**src/design/nccn_pkg.sv**
```systemverilog
package nccn_pkg;

	localparam int MAX_ENTRIES = 256;
	localparam int MAX_AXES    = 6;

	localparam int IDX_W   = $clog2(MAX_ENTRIES);
	localparam int CNT_W   = IDX_W + 1;
	localparam int AX_W    = $clog2(MAX_AXES);
	localparam int REF_W   = 8;
	localparam int COORD_W = 16;
	localparam int SCALE_W = 16;
	localparam int AXES_W  = 3;
	localparam int WORD_W  = COORD_W * MAX_AXES;

	// q4.12 scaling
	localparam int SCALE_SHIFT = 12;
	localparam int SCALE_ONE   = 4096;
	localparam int PROD_W      = COORD_W + SCALE_W + 1;
	localparam int SH_W        = PROD_W - SCALE_SHIFT;

	// distance arithmetic
	localparam int SQ_W   = 2 * COORD_W;
	localparam int PAIRS  = (MAX_AXES + 1) / 2;
	localparam int PAIR_W = SQ_W + 1;
	localparam int DIST_W = 35;

	// stream layout
	localparam int IN_DATA_W  = REF_W + WORD_W;
	localparam int IN_USER_W  = 3;
	localparam int OUT_DATA_W = 48;
	localparam int OUT_PAD_W  = OUT_DATA_W - IDX_W - DIST_W;
	localparam int OUT_USER_W = 2;

	// configuration port
	localparam int CFG_IDX_W  = 3;
	localparam int CFG_DATA_W = 16;
	localparam logic [CFG_IDX_W-1:0] REG_AXES       = 3'd0;
	localparam logic [CFG_IDX_W-1:0] REG_SCALE_BASE = 3'd1;

	typedef enum logic [1:0] {
		KIND_INSERT = 2'd0,
		KIND_LINKED = 2'd1,
		KIND_QUERY  = 2'd2,
		KIND_UNUSED = 2'd3
	} kind_t;

	typedef enum logic [1:0] {
		STAT_OK      = 2'd0,
		STAT_FULL    = 2'd1,
		STAT_BAD_REF = 2'd2,
		STAT_NONE    = 2'd3
	} status_t;

	typedef enum logic [2:0] {
		RES_INSERT,
		RES_FULL,
		RES_BAD_REF,
		RES_QUERY,
		RES_EMPTY
	} res_sel_t;

	typedef struct packed {
		logic            load;
		logic            scale_en;
		logic [AX_W-1:0] axis;
		logic            write_entry;
		logic            scan_clear;
		logic            scan_issue;
		logic [IDX_W-1:0] scan_addr;
		logic            res_load;
		res_sel_t        res_sel;
	} cmd_t;

	typedef struct packed {
		kind_t            kind;
		logic             full;
		logic             bad_ref;
		logic             empty;
		logic [IDX_W-1:0] last_idx;
		logic             pipe_busy;
		logic             out_free;
	} stat_t;

endpackage

```
**src/design/nccn_ctrl.sv**
```systemverilog
module nccn_ctrl (
	input  logic            clk,
	input  logic            arst_n,
	input  logic            s_tvalid,
	output logic            s_tready,
	input  nccn_pkg::stat_t stat,
	output nccn_pkg::cmd_t  cmd
);
	import nccn_pkg::*;

	typedef enum logic [2:0] {
		ST_IDLE,
		ST_DISPATCH,
		ST_SCALE,
		ST_SETTLE,
		ST_WRITE,
		ST_SCAN,
		ST_DRAIN,
		ST_FINISH
	} state_t;

	state_t           state_q;
	logic [AX_W-1:0]  axis_q;
	logic [IDX_W-1:0] scan_q;
	res_sel_t         res_sel_q;

	always_ff @(posedge clk or negedge arst_n) begin
		if (!arst_n) begin
			state_q   <= ST_IDLE;
			axis_q    <= '0;
			scan_q    <= '0;
			res_sel_q <= RES_EMPTY;
		end else begin
			unique case (state_q)
				ST_IDLE: begin
					if (s_tvalid) state_q <= ST_DISPATCH;
				end
				ST_DISPATCH: begin
					unique case (stat.kind)
						KIND_INSERT, KIND_LINKED: begin
							if (stat.full) begin
								res_sel_q <= RES_FULL;
								state_q   <= ST_FINISH;
							end else if (stat.bad_ref) begin
								res_sel_q <= RES_BAD_REF;
								state_q   <= ST_FINISH;
							end else begin
								axis_q  <= '0;
								state_q <= ST_SCALE;
							end
						end
						KIND_QUERY: begin
							scan_q  <= '0;
							state_q <= stat.empty ? ST_DRAIN : ST_SCAN;
						end
						KIND_UNUSED: begin
							res_sel_q <= RES_EMPTY;
							state_q   <= ST_FINISH;
						end
					endcase
				end
				ST_SCALE: begin
					if (axis_q == AX_W'(MAX_AXES - 1)) state_q <= ST_SETTLE;
					else axis_q <= axis_q + 1'b1;
				end
				ST_SETTLE: begin
					res_sel_q <= RES_INSERT;
					state_q   <= ST_WRITE;
				end
				ST_WRITE: begin
					if (stat.out_free) state_q <= ST_IDLE;
				end
				ST_SCAN: begin
					if (scan_q == stat.last_idx) state_q <= ST_DRAIN;
					else scan_q <= scan_q + 1'b1;
				end
				ST_DRAIN: begin
					if (!stat.pipe_busy) begin
						res_sel_q <= RES_QUERY;
						state_q   <= ST_FINISH;
					end
				end
				ST_FINISH: begin
					if (stat.out_free) state_q <= ST_IDLE;
				end
				default: state_q <= ST_IDLE;
			endcase
		end
	end

	assign s_tready = (state_q == ST_IDLE);

	always_comb begin
		cmd             = '0;
		cmd.load        = s_tready && s_tvalid;
		cmd.axis        = axis_q;
		cmd.scale_en    = (state_q == ST_SCALE);
		cmd.scan_clear  = (state_q == ST_DISPATCH);
		cmd.scan_issue  = (state_q == ST_SCAN);
		cmd.scan_addr   = scan_q;
		cmd.write_entry = (state_q == ST_WRITE) && stat.out_free;
		cmd.res_load    = ((state_q == ST_WRITE) || (state_q == ST_FINISH)) && stat.out_free;
		cmd.res_sel     = res_sel_q;
	end

endmodule

```
**config.mk**
```make
export PLATFORM = sky130hd
export DESIGN_NAME = nccn_ctrl
export DESIGN_NICKNAME = d
export VERILOG_FILES = /design/src/design/nccn_pkg.sv /design/src/design/nccn_ctrl.sv
export SDC_FILE = /design/constraint.sdc
export NUM_CORES = 1
export LEC_CHECK = 0
export BUFFER_PORTS_ARGS = -buffer_cell sky130_fd_sc_hd__buf_2
export CAP_MARGIN = 20
export CORE_MARGIN = 4
export CORE_UTILIZATION = 55
export DETAILED_ROUTE_END_ITERATION = 10
export GPL_ROUTABILITY_DRIVEN = 1
export GPL_TIMING_DRIVEN = 1
export PLACE_DENSITY = 0.92
export SLEW_MARGIN = 10
export SYNTH_ARGS = -nofsm -noshare
export SYNTH_HDL_FRONTEND = slang
export SYNTH_SLANG_ARGS = --single-unit
```
**constraint.sdc**
```tcl
create_clock -name clk -period 3.6 [get_ports clk]
set_input_delay 0.72 -clock clk [delete_from_list [all_inputs] [get_ports clk]]
set_output_delay 0.72 -clock clk [all_outputs]
set_load 0.01 [all_outputs]
```
==> impl.org <==
** Pwr
- Total power per unit cell area :: around 760 nW/um2
- VDD sags by at most 0.564 mV.
- For this design the static power due to leakage is slightly below 0.7 nW.

** Global route
- Total routing usage reported by global routing :: 20.3%
- Number of antenna violations at the first check in global routing :: 0
- Maximum number of pins on one net before global-route repair :: 27
- Global-route wire length before repair :: 5.19 mm
- The via count of the first global-routing pass was 1182.
- Total overflow reported by the global router :: 0

** Floorplan
- Initial core utilization :: 57.4%
- FP Rows :: 17
- Die Outline Area :: 3140 um2
- Die height :: approximately 56 um
- The total area inside the core boundary comes to 2210 um2.
- Width of the chip :: 56.1 um
- Top Ports :: 39

** Placement
- Final RePlAce weighted congestion :: 0.846
- Post-DP HPWL :: 2.37 mm
- Port buffering added 38 buffers.

** Detailed routing
- Routed via count divided by cell count :: 6.19
- The first TritonRoute pass finished after 4 iterations.
- The detail route stage leaves a number of antenna-violating nets equal to 0.
- Final routed DRC violation total :: 0
- DRT iter0 DRCs :: between 50 and 60
- Wires add up to 3.16 mm.
- Wire length per cell after detailed routing :: 15.1 um
- Vias after detailed routing :: 1300

** Clocking
- TritonCTS built the clock tree.
- Gates resized during post-CTS repair numbered 0.
- Clock latency on the worst-skew pair, taken at its later pin, is 0.30 ns.
- Clock slew at the register clock pins of the worst setup and hold paths :: 0.09 ns
- Post-CTS Setup Bufs :: 0
- Maximum level of the CTS H-tree :: 1
- Total clock buffers created by CTS :: 3
- Clock tree root buffer cell :: sky130_fd_sc_hd__clkbuf_4
- The tree built by TritonCTS fans out to 17 sinks.
- Maximum buffer depth of the clock tree :: 2
- Buffers inserted to repair hold after CTS numbered 0.

** Setup path
- The startpoint identified for the worst register-to-register timing path is state_q[0].
- The number of buffers and inverters on the critical path is 1.
- Stage delay of the slowest cell on the critical path :: 0.68 ns
- Across all register-to-register paths, the minimum setup slack is 1.49 ns.
- STA classifies the critical path startpoint as a flip-flop.
- Data arrives at the worst endpoint at 1.86 ns.
- The signal on the critical path passes through nand2b_1, nor2_1, buf_2.
- CP max-delay cell :: sky130_fd_sc_hd__dfrtp_1
- The worst setup path is of the reg -> out kind.
- In this run the worst setup path begins at state_q[2].
- The worst register-to-register path has a depth of 4.
- Worst endpoint required time :: between 2 and 3 ns
- The cell family contributing the most delay on the critical path is flip-flops.
- In this run the critical register-to-register path is captured at scan_q[4].
- In this run the worst path has a maximum fanout of 26.
- The worst setup path is captured at an output port.

** Final layout
- Most common cell after layout, fill and taps aside :: sky130_fd_sc_hd__buf_2
- Leading cell types in the layout, fill and taps excluded :: sky130_fd_sc_hd__buf_2 (38), sky130_fd_sc_hd__nand2_1 (19), sky130_fd_sc_hd__dfrtp_1 (16)
- Fraction of final layout cells sized beyond drive strength 1 :: 23.6%
- From synthesis to final layout, the design area changed by 15.5%.
- Number of diodes :: 0
- The net count of the finished layout is 204.

** Yosys
- Area fraction of the dominant cell type after synthesis :: a little under a third
- The synthesized design contains 0 enable-type register cells.
- Sorting the synthesized cells by area gives the leading types as sky130_fd_sc_hd__dfrtp_1 (32%), sky130_fd_sc_hd__nand2_1 (5.6%), sky130_fd_sc_hd__xnor2_1 (5.5%), sky130_fd_sc_hd__o21ai_0 (4.3%), sky130_fd_sc_hd__mux2i_1 (3.9%).
- Synth Net Count :: 171
- Avg Inst Size Synth :: 8.47 um2
- In this run, distinct cell masters in the synthesized netlist total 43.
- Sequential cells were found to cover between 30 and 40% of the synthesized design area.
- Summed over all instances, the cell type with the most area after synthesis is sky130_fd_sc_hd__dfrtp_1.
- Most instantiated flip-flop cell in the synthesis netlist :: sky130_fd_sc_hd__dfrtp_1
- The synthesized design contains 17 register bits.
- In the synthesized netlist the async set-or-reset flop fraction comes to 100%.
- Mapped cell area :: 1270 um2
- After technology mapping, the gate count stands at 150.
- Total of warnings raised by yosys :: 0

** Timing
- Final sum of negative setup slack :: 0 ns
- Final-report max-slew violation count :: 0
- For the finished layout, the period the worst path requires is approximately 2.6 ns.
- Setup repair after global routing missed its margin :: no
- Transition time of the tightest slew-check pin :: 0.771 ns
- Post-Route Skew :: approximately 0.0015 ns
- Based on the critical path, the design can be clocked at up to 0.388 GHz.
- Headroom to the max-slew limit came out at 48.6%.
- Of the available clock period, the critical path in the final layout requires 71.6%.
- Hold slack final :: 0.331 ns
- Final count of negative-setup-slack endpoints :: 0
- The count of endpoints failing hold in the final timing report was 0.

** Hold path
- Class of the worst hold path :: in -> async

** Status
- Status :: finished clean

** Job
- Count of max-cap constraint violations :: 0
-- per-stage QoR --
step,power [mW],area (um2),utilization [%],setup WS [ns],cells
2_1_floorplan,0.839,1270,-,1.50,150
3_3_place_gp,0.976,1440,65.1,1.50,206
3_5_place_dp,1.01,1440,65.1,1.42,206
4_1_cts,1.11,1470,66.3,1.07,210
5_1_grt,1.21,1470,66.3,0.952,210
6_report,1.12,1470,66.3,1.02,210
-- worst max-delay path by stage --
stage,end,slack [ns],cells past startpoint
global route,cmd[18],0.95,3
global placement,cmd[18],1.50,3
CTS,cmd[18],1.07,3
floorplan,cmd[19],1.50,5
finish,cmd[18],1.02,3
detailed placement,cmd[18],1.42,3
-- routing by layer --
layer  track usage, %  up-vias  wire length [um]
li1                 -      622                 -
met1             24.2      609              1280
met2             34.4       62              1550
met3             5.80        7               291
met4             7.80        0                38
met5                0        -                 0
-- where the power goes --
group	internal [mW]	switching, mW	leakage (nW)	total (mW)
sequential	0.272	0.167	0.211	0.439
combinational	0.260	0.315	0.451	0.575
clock	0.0433	0.0618	0.0150	0.105
-- worst reg2reg max path, cell delays in order, from the launching register on --
cell and delay, ns:
sky130_fd_sc_hd__dfrtp_1 0.68, sky130_fd_sc_hd__nor2b_1 0.49, sky130_fd_sc_hd__nand3_1 0.18, sky130_fd_sc_hd__a2111oi_0 0.45, sky130_fd_sc_hd__o32ai_1 0.18
-- synth_stat cells (4+ instances only) --
cell                       count
sky130_fd_sc_hd__dfrtp_1      16
sky130_fd_sc_hd__nor2_1        5
sky130_fd_sc_hd__o21ai_0      11
sky130_fd_sc_hd__xnor2_1       8
sky130_fd_sc_hd__a21oi_1       9
sky130_fd_sc_hd__mux2i_1       5
sky130_fd_sc_hd__inv_1         5
sky130_fd_sc_hd__nor3_1        5
sky130_fd_sc_hd__nand2_1      19
sky130_fd_sc_hd__nand2b_1      5
sky130_fd_sc_hd__nand3_1       5
sky130_fd_sc_hd__o22ai_1       4
sky130_fd_sc_hd__buf_2         4
-- registers in the layout, indices dropped and copies added, names as in the netlist --
| signal | count |
|---|---|
| scan_q | 8 |
| axis_q | 3 |
| res_sel_q | 3 |
| state_q | 3 |
-- cell type report --
cell class	count	area [um2]
sequential	17	427
inverter	5	18.8
fill	188	746
multi-input combinational	118	769
clock buffer	4	26.3
tap	28	35.0
timing repair buffer	38	190
-- kinds of logic after synthesis --
logic type,count (synthesis),synth area share (%)
adder cells (fa/ha/maj),3,2.96
flip-flops,17,33.6
AND/OR/NAND/NOR,55,22.6
XOR/XNOR,9,6.21
multiplexers,8,6.60
buffers and inverters,15,5.81
AO/OA/AOI/OAI,43,22.3
No activity file was read; power rests on OpenSTA's default activity.
